$ cat src/hw/rtl/enot_pkg.sv
// Shared types and constants for the extent node offset translator.
// Used by enot_div, enot_ctrl, enot_dpath and the top level; no dependencies.
`timescale 1ns / 1ps

package enot_pkg;

  // Item command codes
  localparam logic CMD_LOAD      = 1'b0;
  localparam logic CMD_TRANSLATE = 1'b1;

  // Configuration register indexes
  localparam int CFG_IDX_W = 2;
  localparam logic [CFG_IDX_W-1:0] CFG_VOLUME_OFFSET = 2'd0;
  localparam logic [CFG_IDX_W-1:0] CFG_BLOCK_SIZE    = 2'd1;
  localparam logic [CFG_IDX_W-1:0] CFG_NODE_SIZE     = 2'd2;

  // Configuration reset values
  localparam logic [31:0] BLOCK_SIZE_RST = 32'd4096;
  localparam logic [15:0] NODE_SIZE_RST  = 16'd4096;

  // Iterative divider geometry: 64-bit dividend, 16-bit divisor
  localparam int DIVIDEND_W   = 64;
  localparam int DIVISOR_W    = 16;
  localparam int DIV_BITS     = 8;
  localparam int DIV_CYCLES   = DIVIDEND_W / DIV_BITS;
  localparam int DIV_CNT_W    = $clog2(DIV_CYCLES);

  // Controller states
  typedef enum logic [3:0] {
    ST_IDLE,
    ST_CAP_MUL,
    ST_DIV_GO,
    ST_DIV_WAIT,
    ST_CHECK,
    ST_OFF_MUL1,
    ST_OFF_MUL2,
    ST_OFF_SUM,
    ST_HIT_OUT,
    ST_MISS_OUT
  } enot_state_t;

  // Commands from controller to datapath
  typedef struct packed {
    logic load_item;   // write extent slot from the input item
    logic start_walk;  // capture node number, clear walk state
    logic cap_mul;     // prod = count[idx] * block_size
    logic div_start;   // start capacity division of prod
    logic step_slot;   // nodes_prior += capacity, advance slot
    logic off_mul1;    // prod = start[idx] * block_size
    logic off_mul2;    // acc = volume_offset + prod, prod = rel * node_size
    logic off_sum;     // acc = acc + prod
    logic set_result;  // load output register
    logic res_found;   // found flag for the output register
  } enot_ctrl_t;

  // Status from datapath to controller
  typedef struct packed {
    logic div_done;
    logic hit;
    logic last_slot;
  } enot_stat_t;

endpackage

$ cat src/hw/rtl/enot_div.sv
// Iterative unsigned divider, 64-bit dividend by 16-bit divisor, 8 quotient
// bits per cycle. Depends on enot_pkg for its geometry.
`timescale 1ns / 1ps

module enot_div (
  input  logic                                 clk,
  input  logic                                 rst,
  input  logic                                 start,
  input  logic [enot_pkg::DIVIDEND_W-1:0]      dividend,
  input  logic [enot_pkg::DIVISOR_W-1:0]       divisor,
  output logic [enot_pkg::DIVIDEND_W-1:0]      quotient,
  output logic                                 done
);

  logic [enot_pkg::DIVIDEND_W-1:0] work;
  logic [enot_pkg::DIVIDEND_W-1:0] work_next;
  logic [enot_pkg::DIVISOR_W-1:0]  rem;
  logic [enot_pkg::DIVISOR_W-1:0]  rem_next;
  logic [enot_pkg::DIV_CNT_W-1:0]  cnt;
  logic                            busy;

  // Eight restoring steps; quotient bits shift into the low end of work
  always_comb begin
    logic [enot_pkg::DIVISOR_W:0] trial;
    work_next = work;
    rem_next  = rem;
    for (int i = 0; i < enot_pkg::DIV_BITS; i++) begin
      trial = {rem_next, work_next[enot_pkg::DIVIDEND_W-1]};
      work_next = {work_next[enot_pkg::DIVIDEND_W-2:0], 1'b0};
      if (trial >= {1'b0, divisor}) begin
        rem_next     = enot_pkg::DIVISOR_W'(trial - {1'b0, divisor});
        work_next[0] = 1'b1;
      end else begin
        rem_next = trial[enot_pkg::DIVISOR_W-1:0];
      end
    end
  end

  // Sequencing
  always_ff @(posedge clk) begin
    if (rst) begin
      busy <= 1'b0;
      done <= 1'b0;
      cnt  <= '0;
    end else begin
      done <= 1'b0;
      if (start) begin
        busy <= 1'b1;
        cnt  <= '0;
      end else if (busy) begin
        cnt <= cnt + 1'b1;
        if (cnt == enot_pkg::DIV_CNT_W'(enot_pkg::DIV_CYCLES - 1)) begin
          busy <= 1'b0;
          done <= 1'b1;
        end
      end
    end
  end

  // Operand registers
  always_ff @(posedge clk) begin
    if (start) begin
      work <= dividend;
      rem  <= '0;
    end else if (busy) begin
      work <= work_next;
      rem  <= rem_next;
    end
  end

  assign quotient = work;

endmodule

$ cat src/hw/rtl/enot_ctrl.sv
// Controller state machine for the extent node offset translator: sequences
// the extent walk and owns the handshakes. Depends on enot_pkg.
`timescale 1ns / 1ps

module enot_ctrl (
  input  logic                 clk,
  input  logic                 rst,
  input  logic                 req_valid,
  output logic                 req_ready,
  input  logic                 cmd,
  output logic                 rsp_valid,
  input  logic                 rsp_ready,
  input  enot_pkg::enot_stat_t stat,
  output enot_pkg::enot_ctrl_t ctl
);

  enot_pkg::enot_state_t state;
  enot_pkg::enot_state_t state_next;
  logic                  accept;
  logic                  out_free;

  assign req_ready = (state == enot_pkg::ST_IDLE);
  assign accept    = req_valid & req_ready;
  assign out_free  = ~rsp_valid | rsp_ready;

  // Next state
  always_comb begin
    state_next = state;
    unique case (state)
      enot_pkg::ST_IDLE: begin
        if (accept && cmd == enot_pkg::CMD_TRANSLATE) state_next = enot_pkg::ST_CAP_MUL;
      end
      enot_pkg::ST_CAP_MUL:  state_next = enot_pkg::ST_DIV_GO;
      enot_pkg::ST_DIV_GO:   state_next = enot_pkg::ST_DIV_WAIT;
      enot_pkg::ST_DIV_WAIT: begin
        if (stat.div_done) state_next = enot_pkg::ST_CHECK;
      end
      enot_pkg::ST_CHECK: begin
        priority if (stat.hit)  state_next = enot_pkg::ST_OFF_MUL1;
        else if (stat.last_slot) state_next = enot_pkg::ST_MISS_OUT;
        else                     state_next = enot_pkg::ST_CAP_MUL;
      end
      enot_pkg::ST_OFF_MUL1: state_next = enot_pkg::ST_OFF_MUL2;
      enot_pkg::ST_OFF_MUL2: state_next = enot_pkg::ST_OFF_SUM;
      enot_pkg::ST_OFF_SUM:  state_next = enot_pkg::ST_HIT_OUT;
      enot_pkg::ST_HIT_OUT, enot_pkg::ST_MISS_OUT: begin
        if (out_free) state_next = enot_pkg::ST_IDLE;
      end
      default: state_next = enot_pkg::ST_IDLE;
    endcase
  end

  // Datapath commands
  always_comb begin
    ctl = '0;
    unique case (state)
      enot_pkg::ST_IDLE: begin
        ctl.load_item  = accept & (cmd == enot_pkg::CMD_LOAD);
        ctl.start_walk = accept & (cmd == enot_pkg::CMD_TRANSLATE);
      end
      enot_pkg::ST_CAP_MUL:  ctl.cap_mul   = 1'b1;
      enot_pkg::ST_DIV_GO:   ctl.div_start = 1'b1;
      enot_pkg::ST_DIV_WAIT: ctl = '0;
      enot_pkg::ST_CHECK:    ctl.step_slot = ~stat.hit & ~stat.last_slot;
      enot_pkg::ST_OFF_MUL1: ctl.off_mul1  = 1'b1;
      enot_pkg::ST_OFF_MUL2: ctl.off_mul2  = 1'b1;
      enot_pkg::ST_OFF_SUM:  ctl.off_sum   = 1'b1;
      enot_pkg::ST_HIT_OUT: begin
        ctl.set_result = out_free;
        ctl.res_found  = 1'b1;
      end
      enot_pkg::ST_MISS_OUT: ctl.set_result = out_free;
      default: ctl = '0;
    endcase
  end

  // State and output valid
  always_ff @(posedge clk) begin
    if (rst) begin
      state     <= enot_pkg::ST_IDLE;
      rsp_valid <= 1'b0;
    end else begin
      state <= state_next;
      if (ctl.set_result) rsp_valid <= 1'b1;
      else if (rsp_ready) rsp_valid <= 1'b0;
    end
  end

endmodule

$ cat src/hw/rtl/enot_dpath.sv
// Datapath for the extent node offset translator: config registers, extent
// tables, shared multiplier, walk registers and result register.
// Depends on enot_pkg and enot_div.
`timescale 1ns / 1ps

module enot_dpath #(
  parameter int EXTENT_SLOTS = 8
) (
  input  logic                               clk,
  input  logic                               rst,
  input  logic                               cfg_we,
  input  logic [enot_pkg::CFG_IDX_W-1:0]     cfg_index,
  input  logic [63:0]                        cfg_data,
  input  logic [2:0]                         slot_index,
  input  logic [31:0]                        start_block,
  input  logic [31:0]                        block_count,
  input  logic [31:0]                        node_number,
  input  enot_pkg::enot_ctrl_t               ctl,
  output enot_pkg::enot_stat_t               stat,
  output logic [63:0]                        byte_offset,
  output logic                               found
);

  localparam int IDX_W = (EXTENT_SLOTS > 1) ? $clog2(EXTENT_SLOTS) : 1;

  logic [63:0]      volume_offset;
  logic [31:0]      block_size;
  logic [15:0]      node_size;
  logic [31:0]      start_tab [EXTENT_SLOTS];
  logic [31:0]      count_tab [EXTENT_SLOTS];
  logic [IDX_W-1:0] idx;
  logic [31:0]      node;
  logic [31:0]      nodes_prior;
  logic [31:0]      rel;
  logic [63:0]      prod;
  logic [63:0]      acc;
  logic [31:0]      mul_a;
  logic [31:0]      mul_b;
  logic [63:0]      mul_p;
  logic [63:0]      quotient;
  logic [63:0]      cap;
  logic             div_done;
  logic             slot_ok;

  // Configuration registers
  always_ff @(posedge clk) begin
    if (rst) begin
      volume_offset <= '0;
      block_size    <= enot_pkg::BLOCK_SIZE_RST;
      node_size     <= enot_pkg::NODE_SIZE_RST;
    end else if (cfg_we) begin
      unique case (cfg_index)
        enot_pkg::CFG_VOLUME_OFFSET: volume_offset <= cfg_data;
        enot_pkg::CFG_BLOCK_SIZE:    block_size    <= cfg_data[31:0];
        enot_pkg::CFG_NODE_SIZE:     node_size     <= cfg_data[15:0];
        default: ;
      endcase
    end
  end

  // Extent tables; loads beyond the table are dropped
  assign slot_ok = (int'(slot_index) < EXTENT_SLOTS);

  always_ff @(posedge clk) begin
    if (rst) begin
      for (int i = 0; i < EXTENT_SLOTS; i++) begin
        start_tab[i] <= '0;
        count_tab[i] <= '0;
      end
    end else if (ctl.load_item && slot_ok) begin
      start_tab[IDX_W'(slot_index)] <= start_block;
      count_tab[IDX_W'(slot_index)] <= block_count;
    end
  end

  // Shared 32x32 multiplier operand select
  always_comb begin
    mul_a = count_tab[idx];
    mul_b = block_size;
    priority if (ctl.off_mul1) begin
      mul_a = start_tab[idx];
    end else if (ctl.off_mul2) begin
      mul_a = rel;
      mul_b = {16'd0, node_size};
    end else begin
      mul_a = count_tab[idx];
    end
  end

  assign mul_p = mul_a * mul_b;

  // Capacity of the current extent in nodes
  enot_div u_div (
    .clk      (clk),
    .rst      (rst),
    .start    (ctl.div_start),
    .dividend (prod),
    .divisor  (node_size),
    .quotient (quotient),
    .done     (div_done)
  );

  assign cap = (node_size == 16'd0) ? 64'd0 : quotient;
  // nodes_prior never passes node, so this cannot wrap
  assign rel = node - nodes_prior;

  assign stat.div_done  = div_done;
  // node zero is the header node of the first extent
  assign stat.hit       = (node == 32'd0) || ({32'd0, rel} < cap);
  assign stat.last_slot = (idx == IDX_W'(EXTENT_SLOTS - 1));

  // Walk and offset registers
  always_ff @(posedge clk) begin
    if (ctl.start_walk) begin
      node        <= node_number;
      nodes_prior <= '0;
      idx         <= '0;
    end else if (ctl.step_slot) begin
      nodes_prior <= nodes_prior + cap[31:0];
      idx         <= idx + 1'b1;
    end
    if (ctl.cap_mul || ctl.off_mul1 || ctl.off_mul2) prod <= mul_p;
    if (ctl.off_mul2) acc <= volume_offset + prod;
    else if (ctl.off_sum) acc <= acc + prod;
  end

  // Result register
  always_ff @(posedge clk) begin
    if (ctl.set_result) begin
      byte_offset <= ctl.res_found ? acc : 64'd0;
      found       <= ctl.res_found;
    end
  end

endmodule

$ cat src/hw/rtl/extent_node_offset_translate_top.sv
// Top level of the extent node offset translator.
// Instantiates enot_ctrl and enot_dpath; depends on enot_pkg.
`timescale 1ns / 1ps

// Translates a B-tree node number into a byte offset through a table of
// EXTENT_SLOTS extents. A load item (cmd 0) writes one slot and returns
// nothing. A translate item (cmd 1) walks the slots in order, computing each
// extent's node capacity with an iterative divider that yields 8 quotient
// bits per cycle; each slot visited takes a multiply, a divide plus handoff
// and a compare. A miss returns byte_offset 0 with found 0. Node 0 always
// maps to the start of the first extent. The result sits in an output
// register, so the next item is taken while it waits. Configuration writes
// take effect at once and are meant for idle periods.
module extent_node_offset_translate_top #(
  parameter int EXTENT_SLOTS = 8
) (
  input  logic        clk,
  input  logic        rst,
  input  logic        cfg_we,
  input  logic [1:0]  cfg_index,
  input  logic [63:0] cfg_data,
  input  logic        req_valid,
  output logic        req_ready,
  input  logic        cmd,
  input  logic [2:0]  slot_index,
  input  logic [31:0] start_block,
  input  logic [31:0] block_count,
  input  logic [31:0] node_number,
  output logic        rsp_valid,
  input  logic        rsp_ready,
  output logic [63:0] byte_offset,
  output logic        found
);

  enot_pkg::enot_ctrl_t ctl;
  enot_pkg::enot_stat_t stat;

  // Sequencer
  enot_ctrl u_ctrl (
    .clk       (clk),
    .rst       (rst),
    .req_valid (req_valid),
    .req_ready (req_ready),
    .cmd       (cmd),
    .rsp_valid (rsp_valid),
    .rsp_ready (rsp_ready),
    .stat      (stat),
    .ctl       (ctl)
  );

  // Tables and arithmetic
  enot_dpath #(
    .EXTENT_SLOTS (EXTENT_SLOTS)
  ) u_dpath (
    .clk         (clk),
    .rst         (rst),
    .cfg_we      (cfg_we),
    .cfg_index   (cfg_index),
    .cfg_data    (cfg_data),
    .slot_index  (slot_index),
    .start_block (start_block),
    .block_count (block_count),
    .node_number (node_number),
    .ctl         (ctl),
    .stat        (stat),
    .byte_offset (byte_offset),
    .found       (found)
  );

endmodule
$ cat config.mk
export PLATFORM = sky130hd
export DESIGN_NAME = extent_node_offset_translate_top
export DESIGN_NICKNAME = d
export VERILOG_FILES = /design/src/hw/rtl/enot_pkg.sv /design/src/hw/rtl/enot_div.sv /design/src/hw/rtl/enot_ctrl.sv /design/src/hw/rtl/enot_dpath.sv /design/src/hw/rtl/extent_node_offset_translate_top.sv
export SDC_FILE = /design/constraint.sdc
export NUM_CORES = 2
export LEC_CHECK = 0
export ABC_CLOCK_PERIOD_IN_PS = 44700
export BUFFER_PORTS_ARGS = -buffer_cell sky130_fd_sc_hd__buf_2
export CORE_UTILIZATION = 30
export CTS_CLUSTER_DIAMETER = 30
export DETAILED_ROUTE_END_ITERATION = 16
export HOLD_SLACK_MARGIN = 0.15
export PLACE_DENSITY_LB_ADDON = 0.2
export SYNTH_ARGS = -nofsm -noshare
export SYNTH_HDL_FRONTEND = slang
export SYNTH_SLANG_ARGS = --single-unit
$ cat constraint.sdc
create_clock -name clk -period 44.7 [get_ports clk]
set_input_delay 8.94 -clock clk [delete_from_list [all_inputs] [get_ports clk]]
set_output_delay 8.94 -clock clk [all_outputs]
set_load 0.01 [all_outputs]
==> flow_summary.html <==
<table>
<tr><th>Metric</th><th>Value</th></tr>
<tr><th colspan="2">Synth</th></tr>
<tr><td>Synth cell types</td><td>85</td></tr>
<tr><td>Syn. warnings</td><td>0</td></tr>
<tr><td>Top post-synthesis cells by count</td><td>1583 x nand2_1, 1184 x inv_1, 907 x fa_1</td></tr>
<tr><td>Top area cells in the synthesized netlist</td><td>edfxtp_1 28%, fa_1 21%, ha_1 7.9%</td></tr>
<tr><td>Synth Area per Inst</td><td>9.93 um^2</td></tr>
<tr><td>Total standard cell area after synthesis</td><td>0.0869 mm^2</td></tr>
<tr><td>Number of nets produced by synthesis</td><td>10380</td></tr>
<tr><td>Number of flops mapped to enable cells by yosys</td><td>801</td></tr>
<tr><td>Cell taking the most area after synthesis</td><td>edfxtp_1</td></tr>
<tr><td>Portion of the post-synthesis area used by sequential elements</td><td>31.7%</td></tr>
<tr><td>Synth top area share</td><td>27.7%</td></tr>
<tr><td>Top_reg_cell synth</td><td>edfxtp_1</td></tr>
<tr><td>Fraction of registers with async set or reset after synthesis</td><td>0%</td></tr>
<tr><td>Flop and latch count out of synthesis</td><td>977</td></tr>
<tr><td>Most used standard cell by instance count after synthesis</td><td>nand2_1</td></tr>
<tr><td>Post-Syn Instances</td><td>8751</td></tr>
<tr><th colspan="2">Timing</th></tr>
<tr><td>Layout Skew</td><td>0.0632 ns</td></tr>
<tr><td>Hold WS</td><td>0.454 ns</td></tr>
<tr><td>Achievable clock frequency</td><td>36.5 MHz</td></tr>
<tr><td>Setup repair after global routing missed its margin</td><td>false</td></tr>
<tr><td>Number of endpoints with negative hold slack in the final report</td><td>0</td></tr>
<tr><td>Post-route fraction of the period consumed by the critical path</td><td>61.2%</td></tr>
<tr><td>Count of pins over their slew limit</td><td>0</td></tr>
<tr><td>Worst max-slew margin expressed relative to the limit</td><td>17.3%</td></tr>
<tr><td>Post-route setup TNS</td><td>0 ns</td></tr>
<tr><td>Final-report setup violation count</td><td>0</td></tr>
<tr><td>Transition time at the pin with the least slew margin</td><td>1.21 ns</td></tr>
<tr><td>Final min period</td><td>27.37 ns</td></tr>
<tr><th colspan="2">Global route</th></tr>
<tr><td>Remaining global-route overflow</td><td>0</td></tr>
<tr><td>Global-route wire length before repair</td><td>456 mm</td></tr>
<tr><td>Vias in the first global route</td><td>68362</td></tr>
<tr><td>Number of antenna violations at the first check in global routing</td><td>41</td></tr>
<tr><td>Largest net degree at the start of global routing</td><td>110</td></tr>
<tr><td>Global routing usage summed across all routing layers</td><td>21.1%</td></tr>
<tr><th colspan="2">Cells and area</th></tr>
<tr><td>Post-layout instance count excluding filler cells</td><td>13024</td></tr>
<tr><td>FILL cells</td><td>28947</td></tr>
<tr><td>Fraction of final layout cells sized beyond drive strength 1</td><td>11.8%</td></tr>
<tr><td>Final nets</td><td>10649</td></tr>
<tr><td>Growth of design area from synthesis to finish</td><td>17.1%</td></tr>
<tr><td>Cell area after layout</td><td>0.102 mm^2</td></tr>
<tr><th colspan="2">Detailed routing</th></tr>
<tr><td>Drt drc</td><td>0</td></tr>
<tr><td>Wire length reported by the detailed router</td><td>310 mm</td></tr>
<tr><td>Via-per-instance ratio</td><td>5.01</td></tr>
<tr><td>Residual antenna-violating net count after detailed routing</td><td>0</td></tr>
<tr><td>Total number of vias</td><td>65258</td></tr>
<tr><td>Detailed-route wire length per cell</td><td>23.8 um</td></tr>
<tr><td>First-pass detailed-route iteration total</td><td>8</td></tr>
<tr><td>Count of routing violations after the opening detailed-route iteration</td><td>4616</td></tr>
<tr><th colspan="2">Worst setup path</th></tr>
<tr><td>Critical Path Sink Type</td><td>flop</td></tr>
<tr><td>Critical path class</td><td>reg -&gt; reg</td></tr>
<tr><td>Cell with the largest stage delay on the worst path</td><td>mux2i_1</td></tr>
<tr><td>Critical Path Fanout Max</td><td>20</td></tr>
<tr><td>Arrival time worst endpoint</td><td>28.14 ns</td></tr>
<tr><td>Required @ worst endpoint</td><td>45.47 ns</td></tr>
<tr><td>Startpoint kind of the worst setup timing path</td><td>flop</td></tr>
<tr><td>Worst path most repeated cell</td><td>o21ai_0</td></tr>
<tr><td>Maximum single-stage delay on the critical path</td><td>0.85 ns</td></tr>
<tr><th colspan="2">Clock network</th></tr>
<tr><td>Clock tree from TritonCTS</td><td>done</td></tr>
<tr><td>Clk buf depth</td><td>4</td></tr>
<tr><td>Insertion delay to the later sink of the worst-skew pair</td><td>0.89 ns</td></tr>
<tr><td>Clk sink count</td><td>977</td></tr>
<tr><td>Setup fix buffers added after clock tree synthesis</td><td>0</td></tr>
<tr><td>H-tree depth</td><td>5</td></tr>
<tr><td>TritonCTS Buffers</td><td>268</td></tr>
<tr><td>Resized Gates After CTS</td><td>0</td></tr>
<tr><td>Root Buffer Master</td><td>clkbuf_16</td></tr>
<tr><td>CTS hold repair buffers</td><td>0</td></tr>
<tr><td>Reg clk slew, reported paths</td><td>0.04 ns</td></tr>
<tr><th colspan="2">Worst hold path</th></tr>
<tr><td>Worst min path class</td><td>reg -&gt; reg</td></tr>
<tr><th colspan="2">Placed design</th></tr>
<tr><td>Weighted congestion reported at the end of routability-driven placement</td><td>0.893</td></tr>
<tr><td>Instance count after placement with tap cells included</td><td>12531</td></tr>
<tr><td>Post-placement cell area</td><td>0.0930 mm^2</td></tr>
<tr><td>Placed wire-length estimate after detailed placement</td><td>224 mm</td></tr>
<tr><td>Count of buffers from port buffering</td><td>237</td></tr>
<tr><th colspan="2">Flow run</th></tr>
<tr><td>Maxcap violations</td><td>0</td></tr>
<tr><th colspan="2">Floorplanning</th></tr>
<tr><td>Die area</td><td>0.292 mm^2</td></tr>
<tr><td>Floorplan core area</td><td>0.288 mm^2</td></tr>
<tr><td>Die boundary height</td><td>540 um</td></tr>
<tr><td>Width of the chip</td><td>540 um</td></tr>
<tr><td>Number of primary I/O pins</td><td>238</td></tr>
<tr><td>Initial standard-cell utilization of the core</td><td>30.2%</td></tr>
<tr><td>Cell row count</td><td>197</td></tr>
<tr><th colspan="2">Run status</th></tr>
<tr><td>Outcome</td><td>finished clean</td></tr>
</table>
path summary, 6_finish.rpt:
| check | startpoint | endpoint | slack [ns] | cells past startpoint |
|---|---|---|---|---|
| worst max register to register | u_dpath.node_size[1] | u_dpath.u_div.rem[12] | 17.33 | 94 |
| worst min-delay path | u_dpath.volume_offset[8] | u_dpath.volume_offset[8] | 0.45 | 2 |
| worst min register to register | u_dpath.volume_offset[8] | u_dpath.volume_offset[8] | 0.45 | 2 |
| worst max-delay path | u_dpath.node_size[1] | u_dpath.u_div.rem[12] | 17.33 | 94 |
worst max-delay path: cells and delay by family, from the launching register on:
kind                     cells  cell delay [ns]
multiplexers                 8             3.54
AO/OA/AOI/OAI               56            15.60
buffers and inverters        6             0.90
flip-flops                   1             0.35
adder cells (fa/ha/maj)      8             2.77
AND/OR/NAND/NOR             16             4.09
final cells by class:
| cell class | count | area (um^2) | area share [%] |
|---|---|---|---|
| Antenna cell | 10 | 25.0 | 0.0246 |
| Clock buffer | 343 | 7230 | 7.10 |
| Clock inverter | 140 | 1580 | 1.56 |
| Inverter | 1184 | 4440 | 4.36 |
| Multi-Input combinational cell | 6189 | 53800 | 52.8 |
| Sequential cell | 977 | 27600 | 27.1 |
| Tap cell | 3781 | 4730 | 4.65 |
| Timing Repair Buffer | 400 | 2420 | 2.38 |
placed cells by master (no fill, tap or decap), drive strengths merged, types with 17 or more instances in the layout:
cell type	synthesis	routed
a211o	17	17
nor3	85	85
nand2	1583	1583
and2	674	674
nand3	69	69
inv	1184	1192
mux2	63	63
a211oi	38	38
fa	907	907
a22oi	21	21
and3	68	68
nor2b	122	122
o211ai	23	23
a31oi	25	25
o21bai	40	40
bufinv	0	21
a21o	121	121
mux2i	99	99
xnor2	192	192
xor2	65	65
or3	28	28
dfxtp	176	176
nand2b	51	51
clkinv	0	97
o21a	79	79
nor2	328	328
nor4	30	30
or2	20	20
ha	551	551
o21ai	171	171
a21oi	371	371
nand4	32	32
buf	36	400
clkbuf	365	343
edfxtp	801	801
mux4	128	128
sequential cells by signal, indices dropped and copies added (netlist names), 3 cells and up, named ones only:
register                count
u_dpath.node_size          16
u_dpath.u_div.cnt           3
u_dpath.count_tab         256
u_dpath.node               32
u_dpath.idx                 3
u_dpath.volume_offset      64
u_dpath.acc                64
u_dpath.u_div.rem          16
u_ctrl.state                4
u_dpath.u_div.quotient     64
u_dpath.prod               64
u_dpath.nodes_prior        32
u_dpath.start_tab         256
u_dpath.block_size         32
u_dpath.byte_offset        64
kinds of logic after synthesis:
| family | after synthesis | synth area share, % |
|---|---|---|
| xor+xnor | 257 | 2.59 |
| mux | 290 | 5.30 |
| fa+ha+maj | 1458 | 28.8 |
| simple gates | 3132 | 16.9 |
| flops | 977 | 31.7 |
| buf+inv | 1585 | 6.87 |
| compound gates | 1052 | 7.77 |
layer usage:
layer | share of wire [%] | vias to the layer above | track usage [%]
li1 | - | 29361 | -
met1 | 44 | 33340 | 28.0
met2 | 47 | 2058 | 35.0
met3 | 6.0 | 467 | 3.31
met4 | 3.2 | 32 | 6.74
met5 | 0.069 | - | 0
through the flow:
stage	worst slack, ns	utilization (%)
after floorplan	23.00	-
after global placement	18.10	32.3
after detailed placement	17.80	32.3
after CTS	17.58	35.3
after global routing	15.03	35.3
final	17.33	35.3
Power is left out: the tool's default activity adds up to more than one toggle a clock period on the data nets, which glitch-free logic cannot reach.
